--- src/rtl/frac_pkg.sv ---
package frac_pkg;

	localparam int FIELD_W   = 32;
	localparam int WIDE_W    = 66;
	localparam int WIDTH_DEF = 32;
	localparam int CNT_W     = $clog2(FIELD_W);

	typedef enum logic {
		OP_ADD  = 1'b0,
		OP_NORM = 1'b1
	} opcode_t;

	typedef enum logic [1:0] {
		STAT_OK   = 2'd0,
		STAT_ZDEN = 2'd1,
		STAT_OVF  = 2'd2
	} status_t;

	typedef struct packed {
		logic               start;
		logic [FIELD_W-1:0] dividend;
		logic [FIELD_W-1:0] divisor;
	} div_req_t;

	typedef struct packed {
		logic               done;
		logic [FIELD_W-1:0] quot;
		logic [FIELD_W-1:0] rem;
	} div_rsp_t;

endpackage

--- src/rtl/fraction_add_and_reduce.sv ---
// Add: one division of |num_a| by |den_a| for the integer flag, three multiplier
// passes and one add. Normalize of an integer: that one division. Normalize with
// reduction: that division, then the binary GCD loop on one subtractor and two
// more passes of the bit-serial divider.
// One transaction at a time; a new item is taken only back in idle, and a zero
// denominator goes straight to the result. Reset: arst_n clears sequencer and valids at once.
module fraction_add_and_reduce #(
	parameter int WIDTH = frac_pkg::WIDTH_DEF
) (
	input  logic                                clk,
	input  logic                                arst_n,
	input  logic                                item_valid,
	output logic                                item_stall,
	input  logic                                opcode,
	input  logic signed [frac_pkg::FIELD_W-1:0] num_a,
	input  logic signed [frac_pkg::FIELD_W-1:0] den_a,
	input  logic signed [frac_pkg::FIELD_W-1:0] num_b,
	input  logic signed [frac_pkg::FIELD_W-1:0] den_b,
	output logic                                result_valid,
	input  logic                                result_stall,
	output logic signed [frac_pkg::FIELD_W-1:0] num_out,
	output logic signed [frac_pkg::FIELD_W-1:0] den_out,
	output logic                                a_is_integer,
	output logic [1:0]                          status
);

	localparam int FW = frac_pkg::FIELD_W;
	localparam int XW = frac_pkg::WIDE_W;
	localparam int SH = XW - WIDTH;

	localparam logic [1:0] M_NADB = 2'd0;
	localparam logic [1:0] M_NBDA = 2'd1;
	localparam logic [1:0] M_DADB = 2'd2;

	typedef enum logic [7:0] {
		S_IDLE = 8'b0000_0001,
		S_DIVA = 8'b0000_0010,
		S_MUL  = 8'b0000_0100,
		S_ADD  = 8'b0000_1000,
		S_GCD  = 8'b0001_0000,
		S_DIVN = 8'b0010_0000,
		S_DIVD = 8'b0100_0000,
		S_FIN  = 8'b1000_0000
	} state_t;

	state_t                     state_q;
	frac_pkg::div_req_t         req_q;
	frac_pkg::div_rsp_t         rsp;
	logic                       op_q;
	logic signed [FW-1:0]       na_q, da_q, nb_q, db_q;
	logic [FW-1:0]              an_q, ad_q;
	logic                       neg_q;
	logic                       err_q;
	logic                       is_int_q;
	logic [1:0]                 mcnt_q;
	logic signed [2*FW-1:0]     p2_q;
	logic signed [XW-1:0]       rn_q, rd_q;
	logic [FW-1:0]              u_q, v_q, g_q;
	logic [frac_pkg::CNT_W-1:0] k_q;
	logic                       res_valid_q;
	logic signed [FW-1:0]       num_q, den_q;
	logic                       int_q;
	logic [1:0]                 stat_q;

	logic signed [FW-1:0]       mul_x, mul_y;
	logic signed [2*FW-1:0]     prod;
	logic signed [XW-1:0]       mag_w;
	logic signed [XW-1:0]       smag_w;
	logic [FW:0]                sub_uv;
	logic [FW-1:0]              g_next;
	logic signed [XW-1:0]       ext_n, ext_d, hi_n, hi_d;
	logic                       fits_n, fits_d;

	frac_divu u_divu (
		.clk    (clk),
		.arst_n (arst_n),
		.req    (req_q),
		.rsp    (rsp)
	);

	always_comb begin
		case (mcnt_q)
			M_NADB: begin
				mul_x = na_q;
				mul_y = db_q;
			end
			M_NBDA: begin
				mul_x = nb_q;
				mul_y = da_q;
			end
			default: begin
				mul_x = da_q;
				mul_y = db_q;
			end
		endcase
	end

	assign prod   = mul_x * mul_y;
	assign mag_w  = $signed({{(XW-FW){1'b0}}, rsp.quot});
	assign smag_w = neg_q ? -mag_w : mag_w;
	assign sub_uv = {1'b0, u_q} - {1'b0, v_q};
	assign g_next = (u_q | v_q) << k_q;

	assign ext_n  = (rn_q <<< SH) >>> SH;
	assign ext_d  = (rd_q <<< SH) >>> SH;
	assign hi_n   = rn_q >>> (WIDTH - 1);
	assign hi_d   = rd_q >>> (WIDTH - 1);
	assign fits_n = (hi_n == '0) || (hi_n == '1);
	assign fits_d = (hi_d == '0) || (hi_d == '1);

	assign item_stall = (state_q != S_IDLE);

	always_ff @(posedge clk or negedge arst_n) begin
		if (!arst_n) begin
			state_q     <= S_IDLE;
			req_q.start <= 1'b0;
			res_valid_q <= 1'b0;
		end else begin
			req_q.start <= 1'b0;
			if (res_valid_q && !result_stall) begin
				res_valid_q <= 1'b0;
			end
			unique case (state_q)
				S_IDLE: begin
					if (item_valid) begin
						op_q  <= opcode;
						na_q  <= num_a;
						da_q  <= den_a;
						nb_q  <= num_b;
						db_q  <= den_b;
						an_q  <= num_a[FW-1] ? FW'(-num_a) : num_a;
						ad_q  <= den_a[FW-1] ? FW'(-den_a) : den_a;
						neg_q <= num_a[FW-1] ^ den_a[FW-1];
						if (den_a == '0 ||
								(opcode == frac_pkg::OP_ADD && den_b == '0)) begin
							err_q   <= 1'b1;
							state_q <= S_FIN;
						end else begin
							err_q          <= 1'b0;
							req_q.start    <= 1'b1;
							req_q.dividend <= num_a[FW-1] ? FW'(-num_a) : num_a;
							req_q.divisor  <= den_a[FW-1] ? FW'(-den_a) : den_a;
							state_q        <= S_DIVA;
						end
					end
				end
				S_DIVA: begin
					if (rsp.done) begin
						is_int_q <= (rsp.rem == '0);
						if (op_q == frac_pkg::OP_ADD) begin
							mcnt_q  <= M_NADB;
							state_q <= S_MUL;
						end else if (rsp.rem == '0) begin
							rn_q    <= smag_w;
							rd_q    <= XW'(1);
							state_q <= S_FIN;
						end else begin
							u_q     <= an_q;
							v_q     <= ad_q;
							k_q     <= '0;
							state_q <= S_GCD;
						end
					end
				end
				S_MUL: begin
					mcnt_q <= mcnt_q + 1'b1;
					case (mcnt_q)
						M_NADB: rn_q <= XW'(prod);
						M_NBDA: p2_q <= prod;
						default: begin
							rd_q    <= XW'(prod);
							state_q <= S_ADD;
						end
					endcase
				end
				S_ADD: begin
					rn_q    <= rn_q + XW'(p2_q);
					state_q <= S_FIN;
				end
				S_GCD: begin
					if (u_q == '0 || v_q == '0) begin
						g_q            <= g_next;
						req_q.start    <= 1'b1;
						req_q.dividend <= an_q;
						req_q.divisor  <= g_next;
						state_q        <= S_DIVN;
					end else if (!u_q[0] && !v_q[0]) begin
						u_q <= u_q >> 1;
						v_q <= v_q >> 1;
						k_q <= k_q + 1'b1;
					end else if (!u_q[0]) begin
						u_q <= u_q >> 1;
					end else if (!v_q[0]) begin
						v_q <= v_q >> 1;
					end else if (!sub_uv[FW]) begin
						u_q <= sub_uv[FW-1:0];
					end else begin
						v_q <= -sub_uv[FW-1:0];
					end
				end
				S_DIVN: begin
					if (rsp.done) begin
						rn_q           <= smag_w;
						req_q.start    <= 1'b1;
						req_q.dividend <= ad_q;
						req_q.divisor  <= g_q;
						state_q        <= S_DIVD;
					end
				end
				S_DIVD: begin
					if (rsp.done) begin
						rd_q    <= mag_w;
						state_q <= S_FIN;
					end
				end
				S_FIN: begin
					if (!res_valid_q || !result_stall) begin
						res_valid_q <= 1'b1;
						if (err_q) begin
							num_q  <= '0;
							den_q  <= '0;
							int_q  <= 1'b0;
							stat_q <= frac_pkg::STAT_ZDEN;
						end else begin
							num_q  <= ext_n[FW-1:0];
							den_q  <= ext_d[FW-1:0];
							int_q  <= is_int_q;
							stat_q <= (fits_n && fits_d) ? frac_pkg::STAT_OK
								: frac_pkg::STAT_OVF;
						end
						state_q <= S_IDLE;
					end
				end
				default: state_q <= S_IDLE;
			endcase
		end
	end

	assign result_valid = res_valid_q;
	assign num_out      = num_q;
	assign den_out      = den_q;
	assign a_is_integer = int_q;
	assign status       = stat_q;

endmodule

--- src/rtl/frac_divu.sv ---
module frac_divu (
	input  logic                clk,
	input  logic                arst_n,
	input  frac_pkg::div_req_t  req,
	output frac_pkg::div_rsp_t  rsp
);

	localparam int W = frac_pkg::FIELD_W;

	logic                       busy_q;
	logic                       done_q;
	logic [frac_pkg::CNT_W-1:0] cnt_q;
	logic [W-1:0]               rem_q;
	logic [W-1:0]               quo_q;
	logic [W-1:0]               dvs_q;
	logic [W:0]                 shifted;
	logic [W:0]                 diff;
	logic                       ge;

	assign shifted = {rem_q, quo_q[W-1]};
	assign diff    = shifted - {1'b0, dvs_q};
	assign ge      = ~diff[W];

	always_ff @(posedge clk or negedge arst_n) begin
		if (!arst_n) begin
			busy_q <= 1'b0;
			done_q <= 1'b0;
			cnt_q  <= '0;
		end else begin
			done_q <= 1'b0;
			if (req.start) begin
				busy_q <= 1'b1;
				cnt_q  <= '0;
				rem_q  <= '0;
				quo_q  <= req.dividend;
				dvs_q  <= req.divisor;
			end else if (busy_q) begin
				rem_q <= ge ? diff[W-1:0] : shifted[W-1:0];
				quo_q <= {quo_q[W-2:0], ge};
				if (cnt_q == frac_pkg::CNT_W'(W - 1)) begin
					busy_q <= 1'b0;
					done_q <= 1'b1;
				end else begin
					cnt_q <= cnt_q + 1'b1;
				end
			end
		end
	end

	assign rsp.done = done_q;
	assign rsp.quot = quo_q;
	assign rsp.rem  = rem_q;

endmodule

--- config.mk ---
export PLATFORM = sky130hd
export DESIGN_NAME = fraction_add_and_reduce
export DESIGN_NICKNAME = d
export VERILOG_FILES = /design/src/rtl/frac_pkg.sv /design/src/rtl/fraction_add_and_reduce.sv /design/src/rtl/frac_divu.sv
export SDC_FILE = /design/constraint.sdc
export NUM_CORES = 2
export LEC_CHECK = 0
export BUFFER_PORTS_ARGS = -buffer_cell sky130_fd_sc_hd__clkbuf_2
export CAP_MARGIN = 20
export CELL_PAD_IN_SITES_DETAIL_PLACEMENT = 1
export CELL_PAD_IN_SITES_GLOBAL_PLACEMENT = 1
export CORE_MARGIN = 2
export CORE_UTILIZATION = 50
export CTS_BUF_LIST = sky130_fd_sc_hd__clkbuf_8
export CTS_CLUSTER_DIAMETER = 50
export DETAILED_ROUTE_END_ITERATION = 6
export GPL_TIMING_DRIVEN = 0
export PLACE_DENSITY_LB_ADDON = 0.1
export SLEW_MARGIN = 30
export SYNTH_ARGS = -nofsm -noshare
export SYNTH_HDL_FRONTEND = slang
export SYNTH_HIERARCHICAL = 1
export SYNTH_SLANG_ARGS = --single-unit
--- constraint.sdc ---
create_clock -name clk -period 28 [get_ports clk]
set_input_delay 2.8 -clock clk [delete_from_list [all_inputs] [get_ports clk]]
set_output_delay 2.8 -clock clk [all_outputs]
set_load 0.02 [all_outputs]
* Word-level counts from Yosys, hierarchy flattened
Index checks and enable logic that the tools add are counted.
Storage, ports and cells: flip-flop bits (word level) 739, input port bits 133, output and inout port bits 69, logic and storage cells 208
Operators by class: add/subtract/negate cells 10, multipliers 1, equal/unequal tests 33, shifts and indexed selects 1, muxes and demuxes 78, bitwise operators 4, reduce and logical (&&, ||, !) cells 46
Operators with widths (count):
- $mux 32 | 23
- $mux 66 | 11
- $pmux 66 s4 | 1
- $mux 65 | 4
- $pmux 66 s3 | 1
- $pmux 65 s3 | 1
- $pmux 32 s2 | 3
- $logic_not 32->1 | 5
- $eq 66x66->1 const B | 2
- $logic_not 66->1 | 2
- $neg 32->32 | 3
- $mux 8 | 10
- $add 66x64->66 | 1
- $neg 32->66 | 1
- $mul 32x32->64 | 1
- $pmux 8 s8 | 1
- $mux 5 | 8
- $reduce_and 7->1 | 5
- $sub 32x32->33 | 1
- $sub 33x32->33 | 1
- $or 32x32->32 | 1
- $shl 32x5->32 | 1
- $ne 2x2->1 const B | 13
- $reduce_and 8->1 | 2
- 34 further kinds | 71

* Depth between registers and ports, before layout
word-level depth 8, depth in mapped cells 35

* Cells and area by module
The synthesis kept the hierarchy.
Modules (own cells, without submodules):
- fraction_add_and_reduce | instances 1, cells each 7217, area each 71382.2 um^2
- frac_divu | instances 1, cells each 611, area each 6530.0 um^2

* Worst setup path after synthesis
OpenSTA, ideal clock, no wires.
path kind input -> register, start input port arst_n, end register rd_q[0] (enable), library setup time 827 ps, data arrival time 12826 ps, path slack 14347 ps, stages 2, path buffers 0, path through inv_1 -> a2111oi_0
On the way: longest elaborated chain between the ends 1
Ends and longest elaborated chain:
- start, declared | RTL line fraction_add_and_reduce.sv:11 | input logic arst_n,
- $reduce_and 7->1 (no source line)
- end signal, assigned | RTL line fraction_add_and_reduce.sv:171 | rd_q <= XW'(prod);
- end signal, assigned | RTL line fraction_add_and_reduce.sv:212 | rd_q <= mag_w;
- end, declared | RTL line fraction_add_and_reduce.sv:57 | logic signed [XW-1:0] rn_q, rd_q;
No other way between the ends. A chain may end at the register's enable or synchronous reset.

* Worst setup path in the final report
start register mcnt_q[0], end register rn_q[60] (data pin)
On the way: longest elaborated chain between the ends 5, elaborated cells on any way between the ends 7
Ends and longest elaborated chain:
- start, declared | RTL line fraction_add_and_reduce.sv:55 | logic [1:0] mcnt_q;
- start signal, assigned | RTL line fraction_add_and_reduce.sv:166 | mcnt_q <= mcnt_q + 1'b1;
- $eq 2x1->1 / $logic_not 2->1 (equally long branches) | RTL line fraction_add_and_reduce.sv:82 | case (mcnt_q)
- $pmux 32 s2 / $mux 32 (equally long branches) | RTL line fraction_add_and_reduce.sv:82
- $mul 32x32->64 * | RTL line fraction_add_and_reduce.sv:98 | assign prod = mul_x * mul_y;
- via prod[60] | RTL line fraction_add_and_reduce.sv:66 | logic signed [2*FW-1:0] prod;
- $mux 66 * | RTL line fraction_add_and_reduce.sv:167 | case (mcnt_q)
- $pmux 66 s4 * | RTL line fraction_add_and_reduce.sv:123 | unique case (state_q)
- end signal, assigned | RTL line fraction_add_and_reduce.sv:154 | rn_q <= smag_w;
- end signal, assigned | RTL line fraction_add_and_reduce.sv:168 | M_NADB: rn_q <= XW'(prod);
- end signal, assigned | RTL line fraction_add_and_reduce.sv:177 | rn_q <= rn_q + XW'(p2_q);
- end, declared | RTL line fraction_add_and_reduce.sv:57
Mark *: on every way through the listed nets, which the timed path passes. The rest lies on a longest branch. The select of a mux whose other input is x is not followed.

==> impl_metrics.json <==
{
  "dp.cells": 10100,
  "period_needed_ns": 13.49,
  "core_um2": 154000,
  "use_met3": 0.146,
  "grt_pass1_wl_mm": 471,
  "dr.pass1.iters": 5,
  "grt.busiest_layer": "met2",
  "fp.dieW_um": 399,
  "post-synth-top-area-fraction": 0.279,
  "yosys_warnings": 6,
  "grt.met1_usage": 0.554,
  "hold_path.class": "register to register",
  "status": "complete, no violations",
  "relSlewSlack": 0.228,
  "synth-edff-count": 718,
  "routed_wl_mm": 326,
  "drt_iter0_markers": 6918,
  "cts_hold_buf": 0,
  "post-route-cell-area_um2": 85300,
  "hold_viol": 0,
  "skew_ns": 0.0860,
  "start_util": 0.505,
  "wl_per_cell_um": 31.4,
  "synth_nets": 9403,
  "grt_pass1_vias": 68100,
  "grt_max_degree": 54,
  "stdcell_count": 10400,
  "cp_common_cell": "fa_1",
  "synth_area_leaders": "fa_1 28%, edfxtp_1 28%, ha_1 5.7%, inv_1 5.6%, nand2_1 4.1%",
  "syn_to_final_growth_pct": 9.52,
  "cts_resized": 0,
  "drc": 0,
  "grt.overflow.total": 0,
  "fmax_ghz": 0.0741,
  "cp-start-kind": "register",
  "gp_congestion": 1.03,
  "critPathMaxFanout": 10,
  "finalCritPeriodShare": 0.482,
  "critical_path.top_delay_family": "adder cells",
  "synth_top_flop_cell": "edfxtp_1",
  "fill_cells": 17200,
  "yosysTopAreaCell": "fa_1",
  "path_buf_inv": 10,
  "post_cts_buffers": 0,
  "clk_latency_ns": 0.96,
  "slowest_delay_ns": 0.94,
  "tightest_slew_ns": 1.16,
  "critPathKind": "register to register",
  "track_usage": 0.414,
  "maxSlewViolCount": 0,
  "antenna_found_initial": 27,
  "place_hpwl_mm": 274,
  "io_buffers": 200,
  "critPathSlowestCell": "fa_1",
  "clock_sinks": 735,
  "rsz0062_at_grt": "no",
  "numCtsBuffers": 137,
  "nets": 9796,
  "boundaryPins": 202,
  "synth.distinct_cells": 104,
  "yosysSeqAreaShare": 0.282,
  "clk_pin_slew_worst_paths_ns": 0.07,
  "num_rows": 144,
  "drv_cap": 0,
  "via_per_inst": 6.24,
  "tns_ns": 0,
  "met2_usage": 0.598,
  "endpoint_kind": "register",
  "vias": 64800,
  "critPathArrivalTime_ns": 14.24,
  "syn_area_um2": 77900,
  "synthArstFlopShare": 0.0231,
  "avgSynthCellArea_um2": 9.95,
  "setup_viol": 0,
  "root_buffer": "clkbuf_8",
  "cts_tree": "built",
  "ctsLongestPathBuffers": 3,
  "synth_cells": 7828,
  "dieHeight_um": 399,
  "dpl-instance-area_um2": 82600,
  "die_area_um2": 159000,
  "drtAntennaViolNets": 0,
  "synth_seq_cells": 735,
  "htreeDepth": 4,
  "cp.required_ns": 28.75,
  "drive_above_1_share": 0.0853
}
flip-flops by register name, summed over array words and instances, names as in the netlist, 2 cells and up:
signal / flops
db_q: 32
na_q: 32
state_q: 8
ad_q: 31
u_divu/dvs_q: 32
u_q: 32
den_out: 32
rd_q: 64
u_divu/rem_q: 32
req_q: 65
u_divu/cnt_q: 5
num_out: 32
nb_q: 32
g_q: 32
p2_q: 64
mcnt_q: 2
an_q: 31
rn_q: 66
u_divu/quo_q: 32
da_q: 32
status: 2
v_q: 32
k_q: 5
cell families after synthesis:
logic type,Yosys count,synth area share
and+or+nand+nor,2439,0.142
muxes,172,0.0265
DFF,735,0.282
xor gates and xnor gates,287,0.0324
adders and majority gates,1442,0.336
buffers and inverters,1547,0.0752
AOI/OAI and AO/OA,1206,0.106
layer usage:
metal / up-vias / wire length, um / part of all wire
met2: 3606 / 137000 / 0.42
li1: 26900 / - / -
met1: 33500 / 130000 / 0.40
met4: 16 / 18400 / 0.056
met5: - / 111 / 0.00034
met3: 795 / 40400 / 0.12
worst paths after layout:
path,from,to,slack [ns],depth (start not counted)
setup / recovery,mcnt_q[0]$_SDFFCE_PN0P_,rn_q[60]$_DFFE_PP_,14.51,32
hold / removal,req_q[7]$_DFFE_PP_,u_divu/dvs_q[7]$_DFFE_PP_,0.40,0
setup reg to reg,mcnt_q[0]$_SDFFCE_PN0P_,rn_q[60]$_DFFE_PP_,14.51,32
hold reg to reg,req_q[7]$_DFFE_PP_,u_divu/dvs_q[7]$_DFFE_PP_,0.40,0
max in group asynchronous,arst_n,req_q[64]$_DFF_PN0_,25.59,2
min in group asynchronous,arst_n,result_valid$_DFF_PN0_,1.80,1
synthesized netlist by cell type (35+ instances only):
cell type and instances:
nand4_1 123, clkbuf_1 346, mux2i_1 75, nor2b_1 99, and2_1 66, fa_1 1085, a22o_1 35, o21bai_1 41
nor4_1 79, a31oi_1 40, mux2_2 77, ha_1 357, a21o_1 124, a21oi_1 288, xor2_1 91, nor3_1 75
a22oi_1 66, o21ai_0 201, and3_1 36, o31ai_1 59, edfxtp_1 718, nand3_1 77, nand2b_1 46, a211oi_1 59
xnor2_1 195, inv_1 1155, nand2_1 856, nor2_1 844
layout by cell type, fill, tap and decap left out, types with 29 or more instances in the layout:
| cell type | Yosys | layout |
|---|---|---|
| a211oi_1 | 59 | 59 |
| a21o_1 | 124 | 124 |
| a21oi_1 | 288 | 263 |
| a22o_1 | 35 | 35 |
| a22oi_1 | 66 | 66 |
| a31oi_1 | 40 | 38 |
| and2_1 | 66 | 65 |
| and3_1 | 36 | 34 |
| buf_2 | 14 | 30 |
| clkbuf_1 | 346 | 328 |
| clkbuf_2 | 0 | 219 |
| clkbuf_8 | 0 | 138 |
| clkinv_1 | 2 | 35 |
| edfxtp_1 | 718 | 718 |
| fa_1 | 1085 | 1084 |
| ha_1 | 357 | 357 |
| inv_1 | 1155 | 1193 |
| mux2_2 | 77 | 77 |
| mux2i_1 | 75 | 54 |
| nand2_1 | 856 | 856 |
| nand2b_1 | 46 | 46 |
| nand3_1 | 77 | 77 |
| nand4_1 | 123 | 123 |
| nor2_1 | 844 | 838 |
| nor2b_1 | 99 | 98 |
| nor3_1 | 75 | 73 |
| nor4_1 | 79 | 76 |
| o211ai_1 | 29 | 29 |
| o21ai_0 | 201 | 201 |
| o21bai_1 | 41 | 41 |
| o31ai_1 | 59 | 59 |
| xnor2_1 | 195 | 189 |
| xor2_1 | 91 | 91 |
cell type report:
cell class,instances,area [um2],area share
Antenna cell,13,32.5,0.000381
Buffer,390,1550,0.0181
Clock buffer,138,1900,0.0223
Clock inverter,105,741,0.00868
Inverter,1157,4340,0.0509
Multi-Input combinational cell,5546,50500,0.592
Sequential cell,735,22000,0.258
Tap cell,2044,2560,0.0300
Timing Repair Buffer,254,1730,0.0203
metrics by stage:
| stage | worst slack (ns) | util | hold WS (ns) |
|---|---|---|---|
| 2_1_floorplan | 14.35 | - | 0.400 |
| 3_3_place_gp | 7.14 | 0.528 | 0.404 |
| 3_5_place_dp | 15.03 | 0.535 | 0.406 |
| 4_1_cts | 14.96 | 0.552 | 0.379 |
| 5_1_grt | 14.15 | 0.553 | 0.384 |
| 6_report | 14.51 | 0.553 | 0.402 |
Power is left out: the tool's default activity adds up to more than one toggle a clock period on the data nets, which glitch-free logic cannot reach.
